**src/rtl/lobc_pkg.sv**
```systemverilog
// ============================================================================
// lobc_pkg
// Shared types, codes and sizes of the LED on/off/breathing controller.
// ============================================================================
package lobc_pkg;

    // Width of the flash elapsed-time counter (8 to 32).
    localparam int TIMER_BITS = 17;
    // Width of the breathing step elapsed-time counter.
    localparam int PULSE_BITS = 9;
    // Width used to compare the flash counter against its interval.
    localparam int FLASH_CMP_W = (TIMER_BITS > 16) ? TIMER_BITS : 16;

    localparam int CFG_IDX_W  = 3;
    localparam int CFG_DATA_W = 16;

    // Configuration register indexes.
    localparam logic [CFG_IDX_W-1:0] REG_FLASH_INTERVAL = 3'd0;
    localparam logic [CFG_IDX_W-1:0] REG_PULSE_INTERVAL = 3'd1;
    localparam logic [CFG_IDX_W-1:0] REG_LOW_LEVEL      = 3'd2;
    localparam logic [CFG_IDX_W-1:0] REG_HIGH_LEVEL     = 3'd3;
    localparam logic [CFG_IDX_W-1:0] REG_FADE_STEP      = 3'd4;

    // Reset values of the configuration registers.
    localparam logic [15:0] RST_FLASH_INTERVAL = 16'd1000;
    localparam logic [7:0]  RST_PULSE_INTERVAL = 8'd10;
    localparam logic [7:0]  RST_LOW_LEVEL      = 8'd0;
    localparam logic [7:0]  RST_HIGH_LEVEL     = 8'd255;
    localparam logic [6:0]  RST_FADE_STEP      = 7'd5;

    typedef enum logic [2:0] {
        CMD_TICK  = 3'd0,
        CMD_ON    = 3'd1,
        CMD_OFF   = 3'd2,
        CMD_FLASH = 3'd3,
        CMD_PULSE = 3'd4
    } t_cmd;

    typedef enum logic [2:0] {
        MODE_IDLE      = 3'd0,
        MODE_ON        = 3'd1,
        MODE_OFF       = 3'd2,
        MODE_FLASH_ON  = 3'd3,
        MODE_FLASH_OFF = 3'd4,
        MODE_PULSE     = 3'd5
    } t_mode;

    typedef struct packed {
        logic [15:0] flash_interval_ms;
        logic [7:0]  pulse_interval_ms;
        logic [7:0]  low_level;
        logic [7:0]  high_level;
        logic [6:0]  fade_step;
    } t_cfg;

endpackage

```
**src/rtl/lobc_in_if.sv**
```systemverilog
// ============================================================================
// lobc_in_if
// Input channel: a command or a millisecond tick per beat.
// ============================================================================
interface lobc_in_if;
    logic       valid;
    logic       ready;
    logic [2:0] command;
    logic       normal_state;

    modport source (output valid, output command, output normal_state, input ready);
    modport sink   (input valid, input command, input normal_state, output ready);
endinterface

```
**src/rtl/lobc_out_if.sv**
```systemverilog
// ============================================================================
// lobc_out_if
// Result channel: LED level, write flag and current mode per beat.
// ============================================================================
interface lobc_out_if;
    logic       valid;
    logic       ready;
    logic [7:0] led_level;
    logic       level_written;
    logic [2:0] mode_now;

    modport source (output valid, output led_level, output level_written,
                    output mode_now, input ready);
    modport sink   (input valid, input led_level, input level_written,
                    input mode_now, output ready);
endinterface

```
**src/rtl/lobc_cfg.sv**
```systemverilog
// ============================================================================
// lobc_cfg
// Configuration register file written through a plain write port.
// ============================================================================
module lobc_cfg (
    input  logic                           i_clk,
    input  logic                           i_rst_n,
    input  logic                           i_we,
    input  logic [lobc_pkg::CFG_IDX_W-1:0] i_index,
    input  logic [lobc_pkg::CFG_DATA_W-1:0] i_data,
    output lobc_pkg::t_cfg                 o_cfg
);
    import lobc_pkg::*;

    t_cfg r_cfg;

    always_ff @(posedge i_clk) begin
        if (!i_rst_n) begin
            r_cfg.flash_interval_ms <= RST_FLASH_INTERVAL;
            r_cfg.pulse_interval_ms <= RST_PULSE_INTERVAL;
            r_cfg.low_level         <= RST_LOW_LEVEL;
            r_cfg.high_level        <= RST_HIGH_LEVEL;
            r_cfg.fade_step         <= RST_FADE_STEP;
        end else if (i_we) begin
            case (i_index)
                REG_FLASH_INTERVAL: r_cfg.flash_interval_ms <= i_data;
                REG_PULSE_INTERVAL: r_cfg.pulse_interval_ms <= i_data[7:0];
                REG_LOW_LEVEL:      r_cfg.low_level         <= i_data[7:0];
                REG_HIGH_LEVEL:     r_cfg.high_level        <= i_data[7:0];
                REG_FADE_STEP:      r_cfg.fade_step         <= i_data[6:0];
                default: begin
                end
            endcase
        end
    end

    assign o_cfg = r_cfg;

endmodule

```
**src/rtl/lobc_core.sv**
```systemverilog
// ============================================================================
// lobc_core
// Mode state machine, elapsed-time counters and breathing fader, updated
// once per accepted beat, with the registered result.
// ============================================================================
module lobc_core (
    input  logic           i_clk,
    input  logic           i_rst_n,
    input  lobc_pkg::t_cfg i_cfg,
    input  logic           i_acc,
    input  logic [2:0]     i_cmd,
    input  logic           i_normal,
    output logic [7:0]     o_level,
    output logic           o_written,
    output logic [2:0]     o_mode
);
    import lobc_pkg::*;

    t_mode                  r_mode, n_mode;
    logic [TIMER_BITS-1:0]  r_flash_el, n_flash_el;
    logic [PULSE_BITS-1:0]  r_pulse_el, n_pulse_el;
    logic signed [9:0]      r_bright, n_bright;
    logic                   r_falling, n_falling;
    logic [7:0]             r_drive, n_drive;
    logic                   n_written;
    logic                   r_written;
    logic [7:0]             r_level;
    logic [2:0]             r_mode_out;

    logic [TIMER_BITS-1:0]  w_flash_inc;
    logic [PULSE_BITS-1:0]  w_pulse_inc;
    logic signed [10:0]     w_sum;
    logic signed [9:0]      w_step_b;
    logic [7:0]             w_bright_sat;

    always_comb begin
        w_flash_inc = (r_flash_el == '1) ? r_flash_el : r_flash_el + 1'b1;
        w_pulse_inc = (r_pulse_el == '1) ? r_pulse_el : r_pulse_el + 1'b1;

        // Breathing step: move by fade_step, clamp to the 10-bit signed range.
        w_sum = r_falling ? ({r_bright[9], r_bright} - {4'b0, i_cfg.fade_step})
                          : ({r_bright[9], r_bright} + {4'b0, i_cfg.fade_step});
        if (w_sum > 11'sd511) begin
            w_step_b = 10'sd511;
        end else if (w_sum < -11'sd512) begin
            w_step_b = -10'sd512;
        end else begin
            w_step_b = w_sum[9:0];
        end

        if (r_bright < 10'sd0) begin
            w_bright_sat = 8'd0;
        end else if (r_bright > 10'sd255) begin
            w_bright_sat = 8'd255;
        end else begin
            w_bright_sat = r_bright[7:0];
        end
    end

    always_comb begin
        n_mode     = r_mode;
        n_flash_el = r_flash_el;
        n_pulse_el = r_pulse_el;
        n_bright   = r_bright;
        n_falling  = r_falling;
        n_drive    = r_drive;
        n_written  = 1'b0;
        case (i_cmd)
            CMD_TICK: begin
                n_flash_el = w_flash_inc;
                n_pulse_el = w_pulse_inc;
                case (r_mode)
                    MODE_ON: begin
                        n_drive   = 8'd255;
                        n_written = 1'b1;
                        n_mode    = MODE_IDLE;
                    end
                    MODE_OFF: begin
                        n_drive   = 8'd0;
                        n_written = 1'b1;
                        n_mode    = MODE_IDLE;
                    end
                    MODE_FLASH_ON: begin
                        n_drive   = 8'd255;
                        n_written = 1'b1;
                        if (FLASH_CMP_W'(w_flash_inc) > FLASH_CMP_W'(i_cfg.flash_interval_ms))
                        begin
                            n_mode = MODE_OFF;
                        end
                    end
                    MODE_FLASH_OFF: begin
                        n_drive   = 8'd0;
                        n_written = 1'b1;
                        if (FLASH_CMP_W'(w_flash_inc) > FLASH_CMP_W'(i_cfg.flash_interval_ms))
                        begin
                            n_mode = MODE_PULSE;
                        end
                    end
                    MODE_PULSE: begin
                        if (w_pulse_inc > {1'b0, i_cfg.pulse_interval_ms}) begin
                            n_drive    = w_bright_sat;
                            n_written  = 1'b1;
                            n_bright   = w_step_b;
                            n_pulse_el = '0;
                            if (w_step_b <= $signed({2'b0, i_cfg.low_level}) ||
                                w_step_b >= $signed({2'b0, i_cfg.high_level})) begin
                                n_falling = ~r_falling;
                            end
                        end
                    end
                    default: begin
                    end
                endcase
            end
            CMD_ON:  n_mode = MODE_ON;
            CMD_OFF: n_mode = MODE_OFF;
            CMD_FLASH: begin
                n_mode     = i_normal ? MODE_FLASH_ON : MODE_FLASH_OFF;
                n_flash_el = '0;
            end
            CMD_PULSE: n_mode = i_normal ? MODE_PULSE : MODE_OFF;
            default: begin
            end
        endcase
    end

    always_ff @(posedge i_clk) begin
        if (!i_rst_n) begin
            r_mode     <= MODE_IDLE;
            r_flash_el <= '0;
            r_pulse_el <= '0;
            r_bright   <= '0;
            r_falling  <= 1'b0;
            r_drive    <= '0;
        end else if (i_acc) begin
            r_mode     <= n_mode;
            r_flash_el <= n_flash_el;
            r_pulse_el <= n_pulse_el;
            r_bright   <= n_bright;
            r_falling  <= n_falling;
            r_drive    <= n_drive;
        end
    end

    // Result register; its valid bit lives in the top level.
    always_ff @(posedge i_clk) begin
        if (i_acc) begin
            r_level    <= n_drive;
            r_written  <= n_written;
            r_mode_out <= n_mode;
        end
    end

    assign o_level   = r_level;
    assign o_written = r_written;
    assign o_mode    = r_mode_out;

`ifndef ASSERT_OFF
    a_cmd_no_write: assert property (@(posedge i_clk) disable iff (!i_rst_n)
        i_acc && i_cmd != CMD_TICK |=> !r_written && r_drive == $past(r_drive))
        else $error("command beat rewrote the LED drive");

    a_on_tick: assert property (@(posedge i_clk) disable iff (!i_rst_n)
        i_acc && i_cmd == CMD_TICK && r_mode == MODE_ON
        |=> r_written && r_level == 8'd255 && r_mode == MODE_IDLE)
        else $error("tick in on mode did not drive full and go idle");

    a_flash_clear: assert property (@(posedge i_clk) disable iff (!i_rst_n)
        i_acc && i_cmd == CMD_FLASH |=> r_flash_el == '0)
        else $error("flash command did not clear its timer");

    a_result_tracks: assert property (@(posedge i_clk) disable iff (!i_rst_n)
        i_acc |=> r_level == r_drive && r_mode_out == r_mode)
        else $error("result register out of step with state");
`endif

endmodule

```
**src/rtl/led_on_off_breathing_controller_top.sv**
```systemverilog
// ============================================================================
// led_on_off_breathing_controller_top
// LED on/off, timed flash and breathing fade controller.
// ============================================================================
// Every input beat is either a one-millisecond tick or a command (on, off,
// timed flash, pulse), and every input beat produces exactly one result
// beat carrying the LED drive level, a flag that tells whether this beat
// rewrote the drive, and the mode after the beat. The whole state update
// is one pass of logic from the input handshake into the state and result
// registers, so a new beat is accepted in every cycle while the result side
// keeps taking beats. The result register holds one finished beat; the
// input is stalled only while that beat waits and the result sink is not
// ready. Configuration registers (flash interval, pulse interval, low and
// high fade limits, fade step) are written through the plain write port,
// indexes 0 to 4 in that order, and should be changed only while no beat
// is in flight.
// ============================================================================
module led_on_off_breathing_controller_top (
    input  logic                             i_clk,
    input  logic                             i_rst_n,
    lobc_in_if.sink                          i_in,
    lobc_out_if.source                       o_out,
    input  logic                             i_cfg_we,
    input  logic [lobc_pkg::CFG_IDX_W-1:0]   i_cfg_index,
    input  logic [lobc_pkg::CFG_DATA_W-1:0]  i_cfg_data
);
    import lobc_pkg::*;

    t_cfg w_cfg;
    logic w_acc;
    logic r_out_valid;

    // The input is free whenever the result register is empty or is being
    // emptied in this same cycle.
    assign i_in.ready = !r_out_valid || o_out.ready;
    assign w_acc      = i_in.valid && i_in.ready;

    always_ff @(posedge i_clk) begin
        if (!i_rst_n) begin
            r_out_valid <= 1'b0;
        end else if (w_acc) begin
            r_out_valid <= 1'b1;
        end else if (o_out.ready) begin
            r_out_valid <= 1'b0;
        end
    end

    lobc_cfg u_cfg (
        .i_clk   (i_clk),
        .i_rst_n (i_rst_n),
        .i_we    (i_cfg_we),
        .i_index (i_cfg_index),
        .i_data  (i_cfg_data),
        .o_cfg   (w_cfg)
    );

    lobc_core u_core (
        .i_clk     (i_clk),
        .i_rst_n   (i_rst_n),
        .i_cfg     (w_cfg),
        .i_acc     (w_acc),
        .i_cmd     (i_in.command),
        .i_normal  (i_in.normal_state),
        .o_level   (o_out.led_level),
        .o_written (o_out.level_written),
        .o_mode    (o_out.mode_now)
    );

    assign o_out.valid = r_out_valid;

endmodule

```
**src/flat_wrapper.sv**
```systemverilog
// flat-port wrapper written by rule: the top's interface ports become plain ports
module led_on_off_breathing_controller_top_flat import lobc_pkg::*;
  (i_clk, i_rst_n, i_cfg_we, i_cfg_index, i_cfg_data, i_in_valid, i_in_command, i_in_normal_state, i_in_ready, o_out_valid, o_out_led_level, o_out_level_written, o_out_mode_now, o_out_ready);
  lobc_in_if i_in_i ();
  lobc_out_if o_out_i ();
  input  logic i_clk;
  input  logic i_rst_n;
  input  logic i_cfg_we;
  input  logic [lobc_pkg::CFG_IDX_W-1:0] i_cfg_index;
  input  logic [lobc_pkg::CFG_DATA_W-1:0] i_cfg_data;
  input wire logic [$bits(i_in_i.valid)-1:0] i_in_valid;
  input wire logic [$bits(i_in_i.command)-1:0] i_in_command;
  input wire logic [$bits(i_in_i.normal_state)-1:0] i_in_normal_state;
  output wire logic [$bits(i_in_i.ready)-1:0] i_in_ready;
  output wire logic [$bits(o_out_i.valid)-1:0] o_out_valid;
  output wire logic [$bits(o_out_i.led_level)-1:0] o_out_led_level;
  output wire logic [$bits(o_out_i.level_written)-1:0] o_out_level_written;
  output wire logic [$bits(o_out_i.mode_now)-1:0] o_out_mode_now;
  input wire logic [$bits(o_out_i.ready)-1:0] o_out_ready;
  assign i_in_i.valid = i_in_valid;
  assign i_in_i.command = i_in_command;
  assign i_in_i.normal_state = i_in_normal_state;
  assign i_in_ready = i_in_i.ready;
  assign o_out_valid = o_out_i.valid;
  assign o_out_led_level = o_out_i.led_level;
  assign o_out_level_written = o_out_i.level_written;
  assign o_out_mode_now = o_out_i.mode_now;
  assign o_out_i.ready = o_out_ready;
  led_on_off_breathing_controller_top u_core (.i_clk(i_clk), .i_rst_n(i_rst_n), .i_in(i_in_i), .o_out(o_out_i), .i_cfg_we(i_cfg_we), .i_cfg_index(i_cfg_index), .i_cfg_data(i_cfg_data));
endmodule
```
**config.mk**
```make
export PLATFORM = sky130hd
export DESIGN_NAME = led_on_off_breathing_controller_top_flat
export DESIGN_NICKNAME = d
export VERILOG_FILES = /design/src/rtl/lobc_pkg.sv /design/src/rtl/lobc_in_if.sv /design/src/rtl/lobc_out_if.sv /design/src/rtl/lobc_cfg.sv /design/src/rtl/lobc_core.sv /design/src/rtl/led_on_off_breathing_controller_top.sv /design/src/flat_wrapper.sv
export SDC_FILE = /design/constraint.sdc
export NUM_CORES = 1
export LEC_CHECK = 0
export BUFFER_PORTS_ARGS = -buffer_cell sky130_fd_sc_hd__buf_2
export CORE_AREA = 3 3 131 133
export CTS_CLUSTER_SIZE = 40
export DETAILED_ROUTE_END_ITERATION = 7
export DIE_AREA = 0 0 134 136
export GPL_ROUTABILITY_DRIVEN = 0
export SLEW_MARGIN = 20
export SYNTH_ARGS = -nofsm -noshare
export SYNTH_HDL_FRONTEND = slang
export SYNTH_HIERARCHICAL = 1
export SYNTH_SLANG_ARGS = --single-unit
```
**constraint.sdc**
```tcl
create_clock -name i_clk -period 5.4 [get_ports i_clk]
set_input_delay 0.27 -clock i_clk [delete_from_list [all_inputs] [get_ports i_clk]]
set_output_delay 0.27 -clock i_clk [all_outputs]
set_load 0.01 [all_outputs]
```
## Word-level counts from Yosys, hierarchy flattened

Index checks and enable logic that the tools add are counted.

| storage, ports and cells | value |
|---|---|
| flip-flop bits (word level) | 108 |
| bits of input ports | 28 |
| output and inout port bits | 14 |
| word-level logic and storage cells | 87 |

| operators by class | value |
|---|---|
| add/subtract/negate cells | 4 |
| magnitude comparators | 8 |
| equality and inequality tests | 15 |
| muxes and demuxes | 23 |
| bitwise gates (word level) | 1 |
| reductions and logical operators | 21 |

Operators by type and width:

| cell | count |
|---|---|
| 17-bit one-hot mux with 2 select lines | 1 |
| 8-bit two-way mux | 4 |
| 9-bit two-way mux | 3 |
| 8-bit one-hot mux with 3 select lines | 1 |
| 10-bit two-way mux | 2 |
| 3-bit by 2-bit == test with 1-bit output (second input constant) | 6 |
| 17-bit by 1-bit adder with 17-bit output (second input constant) | 1 |
| 17-bit == test (second input constant) | 1 |
| 17-bit by 16-bit greater-than comparator with 1-bit output | 1 |
| 17-bit two-way mux | 1 |
| 3-bit one-hot mux with 5 select lines | 1 |
| 2-bit AND reduction | 7 |
| 3-bit == test (second input constant) | 4 |
| 3-bit two-way mux | 4 |
| 10-bit by 8-bit adder with 11-bit output | 1 |
| 11-bit by 10-bit greater-than comparator with 1-bit output (second input constant) | 1 |
| 11-bit by 10-bit less-than comparator with 1-bit output (second input constant) | 1 |
| 11-bit two-way mux | 1 |
| 10-bit by 8-bit subtractor with 11-bit output | 1 |
| 10-bit by 9-bit greater-or-equal comparator with 1-bit output | 1 |
| 10-bit by 9-bit greater-than comparator with 1-bit output (second input constant) | 1 |
| 10-bit by 9-bit less-or-equal comparator with 1-bit output | 1 |
| 10-bit by 1-bit less-than comparator with 1-bit output (second input constant) | 1 |
| 9-bit by 1-bit adder with 9-bit output (second input constant) | 1 |
| 16 further kinds | 25 |

## Longest topological paths before layout

| logic depth | value |
|---|---|
| depth in word-level cells | 8 |
| gate-level depth with buffers | 21 |

## Modules after synthesis

The synthesis kept the hierarchy.

By module, submodules not included:

| module | times used | cells each | area an instance (um2) | sequential area each (um2) |
|---|---|---|---|---|
| lobc_core | 1 | 648 | 5044.8 | 1321.3 |
| lobc_cfg | 1 | 186 | 1899.3 | 940.9 |
| led_on_off_breathing_controller_top | 1 | 5 | 57.6 | 20.0 |

## Least setup slack after synthesis

No wires, ideal clock.

| timing path | value |
|---|---|
| path type | reg2reg |
| from | reg u_core.u_cfg.r_cfg, in the netlist u_core/u_cfg/o_cfg[0] |
| to | reg u_core.u_core.r_falling |
| setup time | 0.071 ns |
| arrival time | 4.087 ns |
| data required time | 5.329 ns |
| path slack | 1.242 ns |
| cell stages (with the launch flop) | 20 |
| cells stage by stage | dfxtp_1 inv_1 ha_1 nor2b_1 a21oi_1 xnor2_1 ha_1 nor3_1 nor3_1 a221o_1 o21ai_1 nand2_1 maj3_1 ha_1 a2111oi_0 o21ai_0 o211ai_1 a2111oi_1 or3_1 a21oi_1 |

| between the ends | value |
|---|---|
| cells in the longest elaborated chain, start to end | 8 |
| elaborated cells between the ends (all ways) | 11 |
| classes of those cells | add/sub (2); order compare (4); mux (3); reduce/logical (2) |

RTL lines:

| element | RTL line | source |
|---|---|---|
| start, declared | lobc_cfg.sv:15 | `t_cfg r_cfg;` |
| 10-bit by 8-bit adder with 11-bit output / 10-bit by 8-bit subtractor with 11-bit output (equally long branches) | lobc_core.sv:42, lobc_core.sv:41 |  |
| 11-bit two-way mux * | lobc_core.sv:41 | `w_sum = r_falling ? ({r_bright[9], r_bright} - {4'b0, i_cfg.fade_step})` |
| 11-bit by 10-bit less-than comparator with 1-bit output | lobc_core.sv:45 | `end else if (w_sum < -11'sd512) begin` |
| 10-bit two-way mux | lobc_core.sv:45 |  |
| 10-bit two-way mux * | lobc_core.sv:43 | `if (w_sum > 11'sd511) begin` |
| named net u_core.u_core.w_step_b[5] | lobc_core.sv:33 | `logic signed [9:0] w_step_b;` |
| 10-bit by 9-bit less-or-equal comparator with 1-bit output / 10-bit by 9-bit greater-or-equal comparator with 1-bit output (equally long branches) | lobc_core.sv:105, lobc_core.sv:106 |  |
| 1-bit logical OR * | lobc_core.sv:105 | `if (w_step_b <= $signed({2'b0, i_cfg.low_level}) \|\|` |
| 5-bit AND reduction (no line) * | - |  |
| end signal, assigned | lobc_core.sv:140 | `r_falling <= n_falling;` |
| end, declared | lobc_core.sv:23 | `logic r_falling, n_falling;` |

Mark *: on every way through the listed nets, which the timed path passes. The rest lies on a longest branch.
A chain may end at the register's enable or synchronous reset.

## Final worst setup path

Ends and elaborated chain as after synthesis.

==> Flow_metrics.wiki <==
{| class="wikitable"
! Metric !! Value
|-
| Router iterations before antenna repair || 5
|-
| Wire length of the first global-routing pass || 27,700 um
|-
| 1st-iter DRT viols || 494
|-
| Post-synthesis average cell area || about 8.3 um2
|-
| Dominant delay contributor by cell family on the critical path || compound AO/OA/AOI/OAI gates
|-
| Endpoints failing setup || 0
|-
| Estimated wirelength of the detail-placed design || 12,300 um
|-
| Total number of vias || 5,805
|-
| Predominant post-synthesis flop cell || sky130_fd_sc_hd__dfxtp_1
|-
| Number of hold-repair buffers added at the cts stage || 0
|-
| Number of pins exceeding their max-slew limit in the final report || 0
|-
| Die ar. || about 18,000 um2
|-
| Worst slew margin || 0.285
|-
| Cell Chain, Critical Path || inv_1 -> ha_1 -> nor2b_1 -> a21oi_1 -> xnor2_1 -> ha_1 -> nor3_1 -> nor3_1 -> a221o_1 -> o21ai_1 -> nand2_1 -> maj3_1 -> ha_1 -> a2111oi_0 -> o21ai_0 -> o211ai_1 -> a2111oi_1 -> or3_1 -> a21oi_1
|-
| WL per Instance || 15.5 um
|-
| Worst hold-check path type || input pin to flip-flop
|-
| Root buffer cell || sky130_fd_sc_hd__clkbuf_16
|-
| Number of buffers added on ports || 41
|-
| Critical path depth || 19
|-
| Bufs and invs on worst path || 1
|-
| Async set-or-reset flop fraction in the synthesized netlist || 0
|-
| Final period demand of the worst path || around 4.6 ns
|-
| Via-per-instance ratio || 5.38
|-
| Total placed instance area || 7360 um2
|-
| Ranking of synthesized cells by area || sky130_fd_sc_hd__dfxtp_1, sky130_fd_sc_hd__ha_1, sky130_fd_sc_hd__mux2i_1
|-
| Launching element type of the critical path || flip-flop
|-
| Final Skew || between 0.005 and 0.006 ns
|-
| Run status || complete, no violations
|-
| ANT nets after route || 0
|-
| Number of synthesized flops with an enable pin || 12
|-
| Diode count || 0
|-
| Leak pwr || between 3 and 4 nW
|-
| Initial cell density of the core || 0.439
|-
| Skew-Pair Late Insertion Delay || 0.36 ns
|-
| Vias in the first global route || 5,349
|-
| Number of standard cells after synthesis || 839
|-
| Layout cell share with drive strength beyond 1 || 0.0939
|-
| Global Route Usage Sum || 0.188
|-
| Remaining design rule violation count || 0
|-
| Overall power after layout || 1.70 mW
|-
| Share of Yosys cell area claimed by the top area cell type || 0.274
|-
| Library cell with the largest summed area after synthesis || sky130_fd_sc_hd__dfxtp_1
|-
| Aggregate negative setup slack || 0 ns
|-
| Number of synthesis warnings || 6
|-
| Nets || 940
|-
| Sink count of the clock tree || 108
|-
| Pin count of the biggest net entering global routing || 48
|-
| Area added between synthesis and finish || 9.49%
|-
| Critical path capture point type || flip-flop
|-
| Critical path data arrival time || 4.88 ns
|-
| Antenna violations before repair || 0
|-
| Routed WL || roughly 17,000 um
|-
| Congestion Overflow GR || 0
|-
| Die Span X || 134 um
|-
| Syn_nets || 921
|-
| Clock tree from TritonCTS || yes
|-
| Crit-path slowest cell || sky130_fd_sc_hd__maj3_1
|-
| Dominant cell type by count on the critical path || sky130_fd_sc_hd__ha_1
|-
| Share of synthesized area occupied by flip-flops and latches || 0.326
|-
| Number of top-level design ports || 42
|-
| Clock-pin slew reported for the worst setup and hold paths after clock tree synthesis || 0.07 ns
|-
| Maximum fanout count along the critical path || 9
|-
| Synth Cell Area || 7000 um2
|-
| Worst Tran Pin Value || 1.07 ns
|-
| Setup repair after global routing missed its margin || no
|-
| Ratio of final minimum period to clock period || 0.849
|-
| Final std cell area, no fill || ~7700 um2
|-
| Hold Violations, Final || 0
|-
| Number of distinct standard cells referenced by the synthesized netlist || 73
|-
| Post-CTS setup-driven buffer insertion count || 0
|-
| Required time at the worst-slack endpoint || 5.69 ns
|-
| Number of core rows || 46
|-
| Cell count of the worst hold path || 3
|-
| Critical setup path kind || flip-flop to flip-flop
|-
| Buffers from clock root to sink, at most || 2
|-
| Number of resized instances in the post-cts repair step || 0
|-
| Worst reg2reg path depth || 19
|-
| Maximum clock rate || 0.218 GHz
|-
| Maximum vdd drop || 0.179 mV
|-
| Areal power density over the cells || ~220 nW/um2
|-
| Number of levels in the clock H-tree || 3
|-
| Core outline area || between 15,000 and 20,000 um2
|-
| Number of buffers inserted during clock tree synthesis || 9
|-
| Count of max-cap constraint violations || 0
|-
| Post-synthesis sequential element count || 108
|-
| Die height || roughly 140 um
|-
| Worst path max stage delay || 0.46 ns
|}
-- cell usage after synthesis (4+ instances only) --
cell	n
sky130_fd_sc_hd__xor2_1	10
sky130_fd_sc_hd__inv_1	56
sky130_fd_sc_hd__nor4_1	6
sky130_fd_sc_hd__nand2b_1	14
sky130_fd_sc_hd__buf_2	8
sky130_fd_sc_hd__nor3_1	21
sky130_fd_sc_hd__a22oi_1	6
sky130_fd_sc_hd__a211o_1	5
sky130_fd_sc_hd__o31ai_1	10
sky130_fd_sc_hd__nand4_1	16
sky130_fd_sc_hd__edfxtp_1	12
sky130_fd_sc_hd__a21o_1	6
sky130_fd_sc_hd__ha_1	53
sky130_fd_sc_hd__a21oi_1	54
sky130_fd_sc_hd__nand3_1	16
sky130_fd_sc_hd__nand2_1	96
sky130_fd_sc_hd__nor2_1	62
sky130_fd_sc_hd__maj3_1	5
sky130_fd_sc_hd__o21a_1	7
sky130_fd_sc_hd__clkbuf_1	29
sky130_fd_sc_hd__or3_1	5
sky130_fd_sc_hd__nor2b_1	42
sky130_fd_sc_hd__o211a_1	6
sky130_fd_sc_hd__o21ai_0	36
sky130_fd_sc_hd__dfxtp_1	96
sky130_fd_sc_hd__mux2i_1	55
sky130_fd_sc_hd__and2_1	4
sky130_fd_sc_hd__a31oi_1	7
sky130_fd_sc_hd__a211oi_1	4
sky130_fd_sc_hd__xnor2_1	22
-- final cells by class --
type / count / area (um2)
multi-input cells: 635 / 4350
flip-flops and latches: 108 / 2280
clock buffers: 12 / 268
inverters: 57 / 214
fillers: 1577 / 8280
well taps: 216 / 270
clock inverters: 4 / 35.0
repair buffers: 47 / 250
-- routing by layer --
metal / global-route usage / vias to the layer above / wire [um]
li1: - / 3007 / -
met1: 0.278 / 2661 / 8600
met2: 0.282 / 121 / 7070
met3: 0.0281 / 16 / 766
met4: 0.0594 / 0 / 248
met5: 0 / - / 0
-- power by group --
| part | internal (mW) | switching [mW] |
|---|---|---|
| clock network | 0.360 | 0.323 |
| registers | 0.833 | 0.0161 |
| logic | 0.0673 | 0.0955 |
| total | 1.26 | 0.434 |
-- flip-flops by register name, summed over array words and instances, names as in the netlist, 3 cells and up --
| register | count |
|---|---|
| u_core/u_cfg/o_cfg | 47 |
| u_core/u_core/o_level | 8 |
| u_core/u_core/o_mode | 3 |
| u_core/u_core/r_bright | 10 |
| u_core/u_core/r_drive | 8 |
| u_core/u_core/r_flash_el | 17 |
| u_core/u_core/r_mode | 3 |
| u_core/u_core/r_pulse_el | 9 |
-- final timing paths --
kind	slack [ns]	start	to
setup / recovery	0.81	u_core/u_cfg/o_cfg[0]	u_core/u_core/r_falling
hold reg to reg	0.46	u_core/u_cfg/o_cfg[29]	u_core/u_cfg/o_cfg[29]
hold / removal	0.15	i_cfg_data[14]	u_core/u_cfg/o_cfg[45]
setup reg to reg	0.81	u_core/u_cfg/o_cfg[0]	u_core/u_core/r_falling
-- cells in the final DEF (no fill, tap or decap), types with 12 or more instances in the layout --
cell type / synthesis / routed
sky130_fd_sc_hd__a21oi_1: 54 / 54
sky130_fd_sc_hd__buf_2: 8 / 41
sky130_fd_sc_hd__dfxtp_1: 96 / 96
sky130_fd_sc_hd__edfxtp_1: 12 / 12
sky130_fd_sc_hd__ha_1: 53 / 53
sky130_fd_sc_hd__inv_1: 56 / 56
sky130_fd_sc_hd__mux2i_1: 55 / 55
sky130_fd_sc_hd__nand2_1: 96 / 96
sky130_fd_sc_hd__nand2b_1: 14 / 14
sky130_fd_sc_hd__nand3_1: 16 / 16
sky130_fd_sc_hd__nand4_1: 16 / 16
sky130_fd_sc_hd__nor2_1: 62 / 62
sky130_fd_sc_hd__nor2b_1: 42 / 42
sky130_fd_sc_hd__nor3_1: 21 / 21
sky130_fd_sc_hd__o21ai_0: 36 / 36
sky130_fd_sc_hd__xnor2_1: 22 / 22
-- worst register-to-register path: cells and delay by family (launching register included) --
kind                     cells  cell delay (ns)
buffers and inverters        1             0.06
XOR/XNOR                     1             0.14
AO/OA/AOI/OAI                8             1.63
flip-flops                   1             0.38
AND/OR/NAND/NOR              5             0.99
adder cells (fa/ha/maj)      4             1.31
-- kinds of logic after synthesis --
| group | count (synthesis) | synth area share |
|---|---|---|
| DFF | 108 | 0.326 |
| muxes | 58 | 0.0835 |
| and+or+nand+nor | 305 | 0.219 |
| buffers and inverters | 96 | 0.0541 |
| xor gates and xnor gates | 32 | 0.0400 |
| adders and majority gates | 61 | 0.108 |
| AOI/OAI and AO/OA | 179 | 0.169 |
-- metrics by stage --
step	instances	util	worst slack, ns	hold slack, ns
after global routing	1079	0.481	0.389	0.146
after floorplan	839	-	1.24	0.407
after CTS	1079	0.481	0.845	0.141
after global placement	1063	0.462	0.926	0.447
final	1079	0.481	0.813	0.146
after detailed placement	1063	0.462	0.900	0.450
Note: power is estimated with default switching activity, not from simulation.
